$ cat src/rtl/core/lmfsd_pkg.sv
// ----------------------------------------------------------------------------
// LED matrix frame scan driver package
// Shared types and fixed constants of the row scan driver.
// ----------------------------------------------------------------------------
package lmfsd_pkg;

    // Bits shifted out to the column and row chains for one row.
    localparam int unsigned BITS_PER_ROW = 16;
    localparam int unsigned BIT_W        = 4;
    localparam int unsigned PLANE_W      = 16;
    localparam int unsigned BYTE_W       = 8;

    // Values held by the display registers straight after reset.
    localparam logic [PLANE_W-1:0] PLANE_ONE_ROW0_RST = 16'h8000;
    localparam logic [BYTE_W-1:0]  DUTY_RST           = 8'hFF;

    // Input command codes.
    localparam logic CMD_RX_BYTE  = 1'b0;
    localparam logic CMD_ROW_SCAN = 1'b1;

    typedef enum logic [1:0] {
        ST_IDLE,
        ST_COMMIT,
        ST_FETCH,
        ST_SHIFT
    } lmfsd_state_t;

endpackage

$ cat src/rtl/core/lmfsd_in_if.sv
// ----------------------------------------------------------------------------
// LED matrix driver input channel
// Valid/ready channel carrying one command and its received byte.
// ----------------------------------------------------------------------------
interface lmfsd_in_if;

    logic       valid;
    logic       ready;
    logic       command;
    logic [7:0] rx_byte;

    modport source (output valid, output command, output rx_byte, input ready);
    modport sink   (input valid, input command, input rx_byte, output ready);

endinterface

$ cat src/rtl/core/lmfsd_out_if.sv
// ----------------------------------------------------------------------------
// LED matrix driver output channel
// Valid/ready channel carrying one serial clock of shift chain data.
// ----------------------------------------------------------------------------
interface lmfsd_out_if;

    logic       valid;
    logic       ready;
    logic       row_bit;
    logic       col1_bit;
    logic       col2_bit;
    logic       latch;
    logic [7:0] brightness;

    modport source (output valid, output row_bit, output col1_bit, output col2_bit,
                    output latch, output brightness, input ready);
    modport sink   (input valid, input row_bit, input col1_bit, input col2_bit,
                    input latch, input brightness, output ready);

endinterface

$ cat src/rtl/core/led_matrix_frame_scan_driver_top.sv
// A received byte produces no output transaction. A row scan fetches the row,
// then makes 16 output transactions, one per cycle when the sink is ready; the
// block is ready again once the last of them is taken.
// At the top row with a frame pending, a commit sweep runs first, one staging
// byte a cycle through the single read port.
// Reset is asynchronous and active low; the block comes out of reset ready.
// ----------------------------------------------------------------------------
// LED matrix frame scan driver
// Collects a staging frame from received bytes and, on each row scan command,
// serialises the row select word and the two column plane words.
// ----------------------------------------------------------------------------
module led_matrix_frame_scan_driver_top #(
    parameter int unsigned ROWS        = 16,
    parameter int unsigned FRAME_BYTES = 65
) (
    input  logic   clk,
    input  logic   rst_n,
    lmfsd_in_if.sink    scan_in,
    lmfsd_out_if.source scan_out
);
    import lmfsd_pkg::*;

    // Widths that follow from the frame and matrix size.
    localparam int unsigned RW         = $clog2(ROWS);
    localparam int unsigned SW         = $clog2(FRAME_BYTES);
    localparam int unsigned LAYOUT_LEN = 4 * ROWS + 1;
    localparam int unsigned CW         = $clog2(LAYOUT_LEN + 1);

    // ------------------------------------------------------------------------
    // Storage
    // ------------------------------------------------------------------------
    // The staging frame is a plain memory with no reset: the first full frame
    // always writes every entry before a commit can read it. The two plane
    // memories each carry a valid bit per row, so a row that has never been
    // committed reads back as its reset value.
    logic [BYTE_W-1:0]  stg_mem [FRAME_BYTES];
    logic [BYTE_W-1:0]  stg_rd_reg;
    logic [PLANE_W-1:0] p1_mem [ROWS];
    logic [PLANE_W-1:0] p2_mem [ROWS];
    logic [PLANE_W-1:0] p1_rd_reg;
    logic [PLANE_W-1:0] p2_rd_reg;

    // ------------------------------------------------------------------------
    // Control and state registers
    // ------------------------------------------------------------------------
    lmfsd_state_t      state_reg, state_next;
    logic [SW-1:0]     fill_reg;
    logic              pend_reg;
    logic [RW-1:0]     row_reg;
    logic [BIT_W-1:0]  bit_reg;
    logic [CW-1:0]     cnt_reg;
    logic [BYTE_W-1:0] hi_reg;
    logic [BYTE_W-1:0] duty_reg;
    logic [ROWS-1:0]   valid1_reg;
    logic [ROWS-1:0]   valid2_reg;

    logic in_acc;
    logic out_acc;
    logic last_bit;
    logic commit_done;

    // Commit sweep decode.
    int unsigned       b_idx;
    logic [BYTE_W-1:0] cm_byte;
    logic              cm_live;
    logic              cm_p1;
    logic              cm_p2;
    logic              cm_duty;
    logic              cm_odd;
    logic [RW-1:0]     cm_row;
    logic [SW-1:0]     stg_addr;

    // Current row words after the reset-value substitution.
    logic [PLANE_W-1:0] word1;
    logic [PLANE_W-1:0] word2;

    assign in_acc      = scan_in.valid && scan_in.ready;
    assign out_acc     = scan_out.valid && scan_out.ready;
    assign last_bit    = (bit_reg == BIT_W'(BITS_PER_ROW - 1));
    assign commit_done = (cnt_reg == CW'(LAYOUT_LEN));

    // ------------------------------------------------------------------------
    // Commit sweep
    // ------------------------------------------------------------------------
    // The counter issues staging read addresses 0 .. 4*ROWS; the staging read
    // data is registered, so the byte being placed is cnt_reg - 1.
    // Plane one takes bytes 0 .. 2*ROWS-1, plane two the next 2*ROWS, and the
    // final byte becomes the brightness duty. Each word is big-endian: the
    // even byte is held in hi_reg and the odd byte completes the write.
    // Layout bytes that fall beyond a small frame read as zero.
    always_comb
    begin
        b_idx    = 32'(cnt_reg) - 32'd1;
        cm_live  = (state_reg == ST_COMMIT) && (cnt_reg != '0);
        cm_byte  = (b_idx < FRAME_BYTES) ? stg_rd_reg : '0;
        cm_p1    = cm_live && (b_idx < 2 * ROWS);
        cm_p2    = cm_live && (b_idx >= 2 * ROWS) && (b_idx < 4 * ROWS);
        cm_duty  = cm_live && (b_idx == 4 * ROWS);
        cm_odd   = b_idx[0];
        cm_row   = cm_p1 ? RW'(b_idx >> 1) : RW'((b_idx - 2 * ROWS) >> 1);
        stg_addr = ((state_reg == ST_COMMIT) && (32'(cnt_reg) < FRAME_BYTES))
                   ? SW'(cnt_reg) : '0;
    end

    // ------------------------------------------------------------------------
    // Memories
    // ------------------------------------------------------------------------
    always_ff @(posedge clk)
    begin
        if (in_acc && (scan_in.command == CMD_RX_BYTE))
        begin
            stg_mem[fill_reg] <= scan_in.rx_byte;
        end
        stg_rd_reg <= stg_mem[stg_addr];
    end

    always_ff @(posedge clk)
    begin
        if (cm_p1 && cm_odd)
        begin
            p1_mem[cm_row] <= {hi_reg, cm_byte};
        end
        if (cm_p2 && cm_odd)
        begin
            p2_mem[cm_row] <= {hi_reg, cm_byte};
        end
        p1_rd_reg <= p1_mem[row_reg];
        p2_rd_reg <= p2_mem[row_reg];
    end

    always_ff @(posedge clk)
    begin
        if (cm_live && !cm_odd)
        begin
            hi_reg <= cm_byte;
        end
    end

    // ------------------------------------------------------------------------
    // Sequencer: next state
    // ------------------------------------------------------------------------
    always_comb
    begin
        state_next = state_reg;
        case (state_reg)
            ST_IDLE:
            begin
                if (in_acc && (scan_in.command == CMD_ROW_SCAN))
                begin
                    if ((row_reg == RW'(ROWS - 1)) && pend_reg)
                    begin
                        state_next = ST_COMMIT;
                    end
                    else
                    begin
                        state_next = ST_FETCH;
                    end
                end
            end
            ST_COMMIT:
            begin
                if (commit_done)
                begin
                    state_next = ST_FETCH;
                end
            end
            ST_FETCH:
            begin
                state_next = ST_SHIFT;
            end
            ST_SHIFT:
            begin
                if (out_acc && last_bit)
                begin
                    state_next = ST_IDLE;
                end
            end
            default:
            begin
                state_next = ST_IDLE;
            end
        endcase
    end

    // ------------------------------------------------------------------------
    // Sequencer: outputs
    // ------------------------------------------------------------------------
    // The row select word is one-hot on the row index, so its bit k is set
    // exactly when the row equals k; rows above the chain never match.
    always_comb
    begin
        word1 = valid1_reg[row_reg] ? p1_rd_reg
              : ((row_reg == '0) ? PLANE_ONE_ROW0_RST : '0);
        word2 = valid2_reg[row_reg] ? p2_rd_reg : '0;

        scan_in.ready       = (state_reg == ST_IDLE);
        scan_out.valid      = (state_reg == ST_SHIFT);
        scan_out.row_bit    = (32'(row_reg) == 32'(bit_reg));
        scan_out.col1_bit   = word1[bit_reg];
        scan_out.col2_bit   = word2[bit_reg];
        scan_out.latch      = last_bit;
        scan_out.brightness = duty_reg;
    end

    // ------------------------------------------------------------------------
    // Control registers
    // ------------------------------------------------------------------------
    always_ff @(posedge clk or negedge rst_n)
    begin
        if (!rst_n)
        begin
            state_reg  <= ST_IDLE;
            fill_reg   <= '0;
            pend_reg   <= 1'b0;
            row_reg    <= RW'(ROWS - 1);
            bit_reg    <= '0;
            cnt_reg    <= '0;
            duty_reg   <= DUTY_RST;
            valid1_reg <= '0;
            valid2_reg <= '0;
        end
        else
        begin
            state_reg <= state_next;

            // Receive path: the fill count wraps when the frame is complete.
            if (in_acc && (scan_in.command == CMD_RX_BYTE))
            begin
                if (fill_reg == SW'(FRAME_BYTES - 1))
                begin
                    fill_reg <= '0;
                    pend_reg <= 1'b1;
                end
                else
                begin
                    fill_reg <= fill_reg + SW'(1);
                end
            end

            // A commit consumes the pending frame as it starts.
            if ((state_reg == ST_IDLE) && (state_next == ST_COMMIT))
            begin
                pend_reg <= 1'b0;
            end

            if (state_reg == ST_COMMIT)
            begin
                cnt_reg <= cnt_reg + CW'(1);
            end
            else
            begin
                cnt_reg <= '0;
            end

            if (cm_p1 && cm_odd)
            begin
                valid1_reg[cm_row] <= 1'b1;
            end
            if (cm_p2 && cm_odd)
            begin
                valid2_reg[cm_row] <= 1'b1;
            end
            if (cm_duty)
            begin
                duty_reg <= cm_byte;
            end

            // Serial bit counter and row count-down with wrap.
            if (out_acc)
            begin
                bit_reg <= bit_reg + BIT_W'(1);
                if (last_bit)
                begin
                    row_reg <= (row_reg == '0) ? RW'(ROWS - 1) : row_reg - RW'(1);
                end
            end
        end
    end

    // ------------------------------------------------------------------------
    // Assertions
    // ------------------------------------------------------------------------
    // The input side is held off while a row is being shifted out.
    assert property (@(posedge clk) disable iff (!rst_n)
        scan_out.valid |-> !scan_in.ready)
    else $error("input accepted while a row is being shifted");

    // Once the latch transaction completes, the block is ready again.
    assert property (@(posedge clk) disable iff (!rst_n)
        (scan_out.valid && scan_out.ready && scan_out.latch) |=> scan_in.ready)
    else $error("block not ready after the latch transaction");

    // A frame is only committed at the start of a pass.
    assert property (@(posedge clk) disable iff (!rst_n)
        (state_reg == ST_COMMIT) |-> (row_reg == RW'(ROWS - 1)))
    else $error("commit outside the top row");

    // The pending frame is consumed when the commit sweep starts.
    assert property (@(posedge clk) disable iff (!rst_n)
        $rose(state_reg == ST_COMMIT) |-> !pend_reg)
    else $error("frame still pending during commit");

    // The bit counter sits at zero whenever a row scan begins.
    assert property (@(posedge clk) disable iff (!rst_n)
        (state_reg == ST_FETCH) |=> (bit_reg == '0))
    else $error("row shift does not start at the first bit");

endmodule
$ cat src/flat_wrapper.sv
// flat-port wrapper written by rule: the top's interface ports become plain ports
module led_matrix_frame_scan_driver_top_flat import lmfsd_pkg::*;
#(
    parameter int unsigned ROWS        = 16,
    parameter int unsigned FRAME_BYTES = 65
)
  (clk, rst_n, scan_in_valid, scan_in_command, scan_in_rx_byte, scan_in_ready, scan_out_valid, scan_out_row_bit, scan_out_col1_bit, scan_out_col2_bit, scan_out_latch, scan_out_brightness, scan_out_ready);
  lmfsd_in_if scan_in_i ();
  lmfsd_out_if scan_out_i ();
  input  logic clk;
  input  logic rst_n;
  input wire logic [$bits(scan_in_i.valid)-1:0] scan_in_valid;
  input wire logic [$bits(scan_in_i.command)-1:0] scan_in_command;
  input wire logic [$bits(scan_in_i.rx_byte)-1:0] scan_in_rx_byte;
  output wire logic [$bits(scan_in_i.ready)-1:0] scan_in_ready;
  output wire logic [$bits(scan_out_i.valid)-1:0] scan_out_valid;
  output wire logic [$bits(scan_out_i.row_bit)-1:0] scan_out_row_bit;
  output wire logic [$bits(scan_out_i.col1_bit)-1:0] scan_out_col1_bit;
  output wire logic [$bits(scan_out_i.col2_bit)-1:0] scan_out_col2_bit;
  output wire logic [$bits(scan_out_i.latch)-1:0] scan_out_latch;
  output wire logic [$bits(scan_out_i.brightness)-1:0] scan_out_brightness;
  input wire logic [$bits(scan_out_i.ready)-1:0] scan_out_ready;
  assign scan_in_i.valid = scan_in_valid;
  assign scan_in_i.command = scan_in_command;
  assign scan_in_i.rx_byte = scan_in_rx_byte;
  assign scan_in_ready = scan_in_i.ready;
  assign scan_out_valid = scan_out_i.valid;
  assign scan_out_row_bit = scan_out_i.row_bit;
  assign scan_out_col1_bit = scan_out_i.col1_bit;
  assign scan_out_col2_bit = scan_out_i.col2_bit;
  assign scan_out_latch = scan_out_i.latch;
  assign scan_out_brightness = scan_out_i.brightness;
  assign scan_out_i.ready = scan_out_ready;
  led_matrix_frame_scan_driver_top #(.ROWS(ROWS), .FRAME_BYTES(FRAME_BYTES)) u_core (.clk(clk), .rst_n(rst_n), .scan_in(scan_in_i), .scan_out(scan_out_i));
endmodule
$ cat config.mk
export PLATFORM = sky130hd
export DESIGN_NAME = led_matrix_frame_scan_driver_top_flat
export DESIGN_NICKNAME = d
export VERILOG_FILES = /design/src/rtl/core/lmfsd_pkg.sv /design/src/rtl/core/lmfsd_in_if.sv /design/src/rtl/core/lmfsd_out_if.sv /design/src/rtl/core/led_matrix_frame_scan_driver_top.sv /design/src/flat_wrapper.sv
export SDC_FILE = /design/constraint.sdc
export NUM_CORES = 1
export LEC_CHECK = 0
export BUFFER_PORTS_ARGS = -buffer_cell sky130_fd_sc_hd__clkbuf_2
export CAP_MARGIN = 20
export CORE_ASPECT_RATIO = 1.75
export CORE_MARGIN = 1.5
export CORE_UTILIZATION = 40
export CTS_BUF_LIST = sky130_fd_sc_hd__clkbuf_4 sky130_fd_sc_hd__clkbuf_8
export CTS_CLUSTER_DIAMETER = 200
export DETAILED_ROUTE_END_ITERATION = 8
export PLACE_DENSITY = 0.65
export SYNTH_ARGS = -nofsm -noshare
export SYNTH_HDL_FRONTEND = slang
export SYNTH_SLANG_ARGS = --single-unit
$ cat constraint.sdc
create_clock -name clk -period 5.42 [get_ports clk]
set_input_delay 1.084 -clock clk [delete_from_list [all_inputs] [get_ports clk]]
set_output_delay 1.084 -clock clk [all_outputs]
set_load 0.1 [all_outputs]
==> impl_metrics.xml <==
<?xml version="1.0" encoding="UTF-8"?>
<metrics>
  <group name="status">
    <metric name="outcome" unit="">finished clean</metric>
  </group>
  <group name="setup_path">
    <metric name="arrival" unit="ns">3.78</metric>
    <metric name="worst_setup_path_end_kind" unit="">primary output</metric>
    <metric name="timing.critical_path.slowest_stage_cell" unit="">dfstp_4</metric>
    <metric name="crit_path_depth" unit="">4</metric>
    <metric name="r2r.worst_path.cells" unit="">9</metric>
    <metric name="crit_family" unit="">multiplexers</metric>
    <metric name="crit_start_category" unit="">register</metric>
    <metric name="critical-path-max-stage-delay" unit="ns">0.91</metric>
    <metric name="regToRegSetupSlack" unit="ns">1.34</metric>
    <metric name="worstPathMaxFanout" unit="">25</metric>
    <metric name="crit_buf_inv" unit="">1</metric>
    <metric name="required" unit="ns">4.34</metric>
    <metric name="cp_cell_sequence" unit="">mux4_2 &gt; mux4_2 &gt; o21ai_0 &gt; clkbuf_2</metric>
    <metric name="path_class" unit="">reg -&gt; out</metric>
    <metric name="cpMostUsedCell" unit="">mux4_2</metric>
  </group>
  <group name="sta">
    <metric name="final-max-slew-violation-count" unit="">0</metric>
    <metric name="hold_violations" unit="">0</metric>
    <metric name="max_slew_margin" unit="%">25.95</metric>
    <metric name="unrepaired_setup_endpoints_after_global_routing" unit="">false</metric>
    <metric name="skew" unit="ns">0.06991</metric>
    <metric name="hold_slack" unit="ns">0.4610</metric>
    <metric name="achievable-frequency" unit="MHz">205.7</metric>
    <metric name="fin_setup_tns" unit="ns">0</metric>
    <metric name="report.final.setup_viol" unit="">0</metric>
    <metric name="final_min_period_over_clock_period" unit="%">89.67</metric>
    <metric name="timing.final.crit_period" unit="ns">4.860</metric>
    <metric name="max_slew.worst_pin.slew" unit="ns">1.111</metric>
  </group>
  <group name="power_and_ir_drop">
    <metric name="power_per_cell_area" unit="nW/um^2">444.3</metric>
    <metric name="design_power_total" unit="uW">22260</metric>
    <metric name="power_leakage" unit="uW">0.01603</metric>
    <metric name="worst_ir_drop_vdd" unit="mV">0.2673</metric>
  </group>
  <group name="drt">
    <metric name="avgRoutedWirePerCell" unit="microns">26.30</metric>
    <metric name="vias_per_cell" unit="">5.666</metric>
    <metric name="ant_nets" unit="">0</metric>
    <metric name="routed_wirelength" unit="microns">109600</metric>
    <metric name="drc_errors" unit="">0</metric>
    <metric name="firstDrtPassIters" unit="">6</metric>
    <metric name="via_count" unit="">23610</metric>
    <metric name="drtIter0Drc" unit="">2109</metric>
  </group>
  <group name="global_routing">
    <metric name="grt_pass1_wl" unit="microns">161500</metric>
    <metric name="grt.overflow.total" unit="">0</metric>
    <metric name="grt_antenna_before_repair" unit="">2</metric>
    <metric name="grt_util_overall" unit="%">19.33</metric>
    <metric name="first_global_vias" unit="">24700</metric>
    <metric name="grt_max_degree" unit="">90</metric>
  </group>
  <group name="layout">
    <metric name="final_std_cells_w_o_fill" unit="">4166</metric>
    <metric name="layout.filler_cells" unit="">9361</metric>
    <metric name="largest_register_ffs" unit="">520</metric>
    <metric name="seq_area" unit="sq um">33680</metric>
    <metric name="registers.top_by_ff_count" unit="">u_core.stg_mem</metric>
    <metric name="fin_nets" unit="">2583</metric>
    <metric name="area_delta_synth_final" unit="%">11.73</metric>
    <metric name="area_occupied_by_multi_input_gates" unit="sq um">10630</metric>
    <metric name="final_layout_size_suffix_gt1_share" unit="%">24.69</metric>
    <metric name="top_regs" unit="">u_core.stg_mem x520, u_core.p1_mem x256, u_core.p2_mem x256</metric>
  </group>
  <group name="synthesis">
    <metric name="syn-cell-area" unit="sq um">44850</metric>
    <metric name="synth-adder-area-share" unit="%">0.3069</metric>
    <metric name="synth_cell_type_count" unit="">66</metric>
    <metric name="seq_area_frac_synth" unit="%">75.08</metric>
    <metric name="ffs_latches_synth" unit="">1145</metric>
    <metric name="synthCells" unit="">2451</metric>
    <metric name="yosys-mux-area-fraction" unit="%">11.41</metric>
    <metric name="yosys.area_share.xor_xnor" unit="%">0.2929</metric>
    <metric name="synth_top_flop_cell" unit="">edfxtp_1</metric>
    <metric name="post_synth_and_or_nand_nor_area_fraction" unit="%">4.380</metric>
    <metric name="synth_compound_gate_area_share" unit="%">6.894</metric>
    <metric name="async_flop_share" unit="%">5.677</metric>
    <metric name="avgSynthCellArea" unit="sq um">18.30</metric>
    <metric name="ys.warnings.count" unit="">0</metric>
    <metric name="synth_fp_nets" unit="">2475</metric>
    <metric name="synth_top_family_by_area" unit="">multiplexers</metric>
    <metric name="synth_enable_flop_cells" unit="">1040</metric>
  </group>
  <group name="cts">
    <metric name="clk_latency" unit="ns">0.89</metric>
    <metric name="number_of_gates_given_a_new_drive_strength_after_cts" unit="">0</metric>
    <metric name="clock_pin_slew_on_the_worst_setup_and_hold_paths" unit="ns">0.06</metric>
    <metric name="ctsHtreeMaxLevel" unit="">4</metric>
    <metric name="clockBufferDepth" unit="">3</metric>
    <metric name="cts_sinks" unit="">1145</metric>
    <metric name="tritoncts" unit="">done</metric>
    <metric name="cts_root_buffer" unit="">clkbuf_8</metric>
    <metric name="numCtsBuffers" unit="">161</metric>
  </group>
  <group name="floorplan">
    <metric name="coreArea" unit="sq um">111300</metric>
    <metric name="initial_utilization" unit="%">40.30</metric>
    <metric name="height_of_the_die" unit="microns">446.0</metric>
    <metric name="pin_count" unit="">27</metric>
    <metric name="die_area" unit="sq um">114200</metric>
    <metric name="die_w" unit="microns">256.1</metric>
    <metric name="row_count" unit="">162</metric>
  </group>
  <group name="job">
    <metric name="cap_viol_max_count" unit="">0</metric>
  </group>
  <group name="place">
    <metric name="gp_congestion" unit="">0.8623</metric>
    <metric name="place.detailed.instances" unit="">3869</metric>
    <metric name="detailed_place_hpwl" unit="microns">69230</metric>
    <metric name="io_buffer_count" unit="">26</metric>
  </group>
  <group name="worst_hold_path">
    <metric name="worst_hold_path_class" unit="">reg -&gt; reg</metric>
    <metric name="number_of_cells_on_the_worst_hold_path" unit="">1</metric>
  </group>
</metrics>
## final timing paths
check	start	to
max in group asynchronous	rst_n	u_core.cnt_reg[0]$_DFF_PN0_
setup / recovery	u_core.row_reg[0]$_DFFE_PN1P_	scan_out_col1_bit
hold / removal	u_core.valid2_reg[5]$_DFFE_PN0P_	u_core.valid2_reg[5]$_DFFE_PN0P_
setup reg to reg	u_core.cnt_reg[1]$_DFF_PN0_	u_core.p2_mem[3][2]$_DFFE_PP_
min in group asynchronous	rst_n	u_core.valid1_reg[0]$_DFFE_PN0P_
hold reg to reg	u_core.valid2_reg[5]$_DFFE_PN0P_	u_core.valid2_reg[5]$_DFFE_PN0P_
## cells in the final DEF (no fill, tap or decap), types with 54 or more instances in the layout
| cell | netlist | routed |
|---|---|---|
| nor2_1 | 136 | 120 |
| mux2i_1 | 64 | 64 |
| a221oi_1 | 54 | 54 |
| buf_4 | 1 | 73 |
| mux4_2 | 180 | 180 |
| clkbuf_8 | 0 | 170 |
| a21oi_1 | 61 | 61 |
| edfxtp_1 | 1040 | 1040 |
| nand2_1 | 95 | 95 |
| o221ai_1 | 72 | 72 |
## cells in the mapped netlist (20+ instances only)
cell / count / area, sq um
nand4_1: 21 / 131.4
nand2_1: 95 / 356.6
dfxtp_1: 40 / 800.8
o21ai_0: 20 / 100.1
nand2b_1: 26 / 162.7
mux2i_1: 64 / 640.6
dfrtp_1: 53 / 1326
mux2_2: 27 / 304.0
buf_1: 36 / 135.1
nor2_1: 136 / 510.5
o22ai_1: 39 / 244.0
a211oi_1: 22 / 165.2
or2_2: 30 / 187.7
a221oi_1: 54 / 473.0
a21oi_1: 61 / 305.3
o221ai_1: 72 / 630.6
mux4_2: 180 / 4054
clkbuf_1: 97 / 364.1
edfxtp_1: 1040 / 31230
o211ai_1: 48 / 360.4
buf_2: 21 / 105.1
inv_1: 22 / 82.58
## through the flow
step / util (%) / worst slack, ns / cell area (sq um)
floorplan: - / 0.3170 / 44850
global placement: 42.18 / 1.178 / 46940
detailed placement: 42.18 / 1.126 / 46940
CTS: 44.98 / 0.3872 / 50050
global route: 45.03 / 0.3540 / 50110
finish: 45.03 / 0.5597 / 50110
## report_power, final
| part | switching (uW) | internal, uW | leakage (uW) |
|---|---|---|---|
| Combinational | 3030 | 2100 | 0.00384 |
| Sequential | 405 | 10200 | 0.0105 |
| Clock | 3230 | 3270 | 0.00164 |
| Total | 6670 | 15600 | 0.0160 |
## cells by family after synthesis
kind of cell	after synthesis
AOI/OAI and AO/OA	418
xor gates and xnor gates	15
adders and majority gates	11
buffers and inverters	181
DFF	1145
muxes	279
and+or+nand+nor	402
## layer usage
metal	wire [microns]	track usage, %	vias up
met3	5463	3.751	292
met2	59640	35.51	873
met4	6631	11.48	0
met5	0	0	-
met1	37830	20.38	12170
li1	-	-	10270
## repair_timing
action	in CTS	in global routing
hold buffers	1	0
endpoints found under the hold margin	6	0
buffers inserted	0	0
## layout make-up
cell class,instances,area share (%)
Multi-Input combinational cell,1125,21.20
Inverter,23,0.1723
Antenna cell,1,0.004994
Clock buffer,218,5.388
Timing Repair Buffer,103,1.523
Sequential cell,1145,67.22
Clock inverter,75,0.7990
Tap cell,1476,3.685
(Power assumes the default switching activity.)
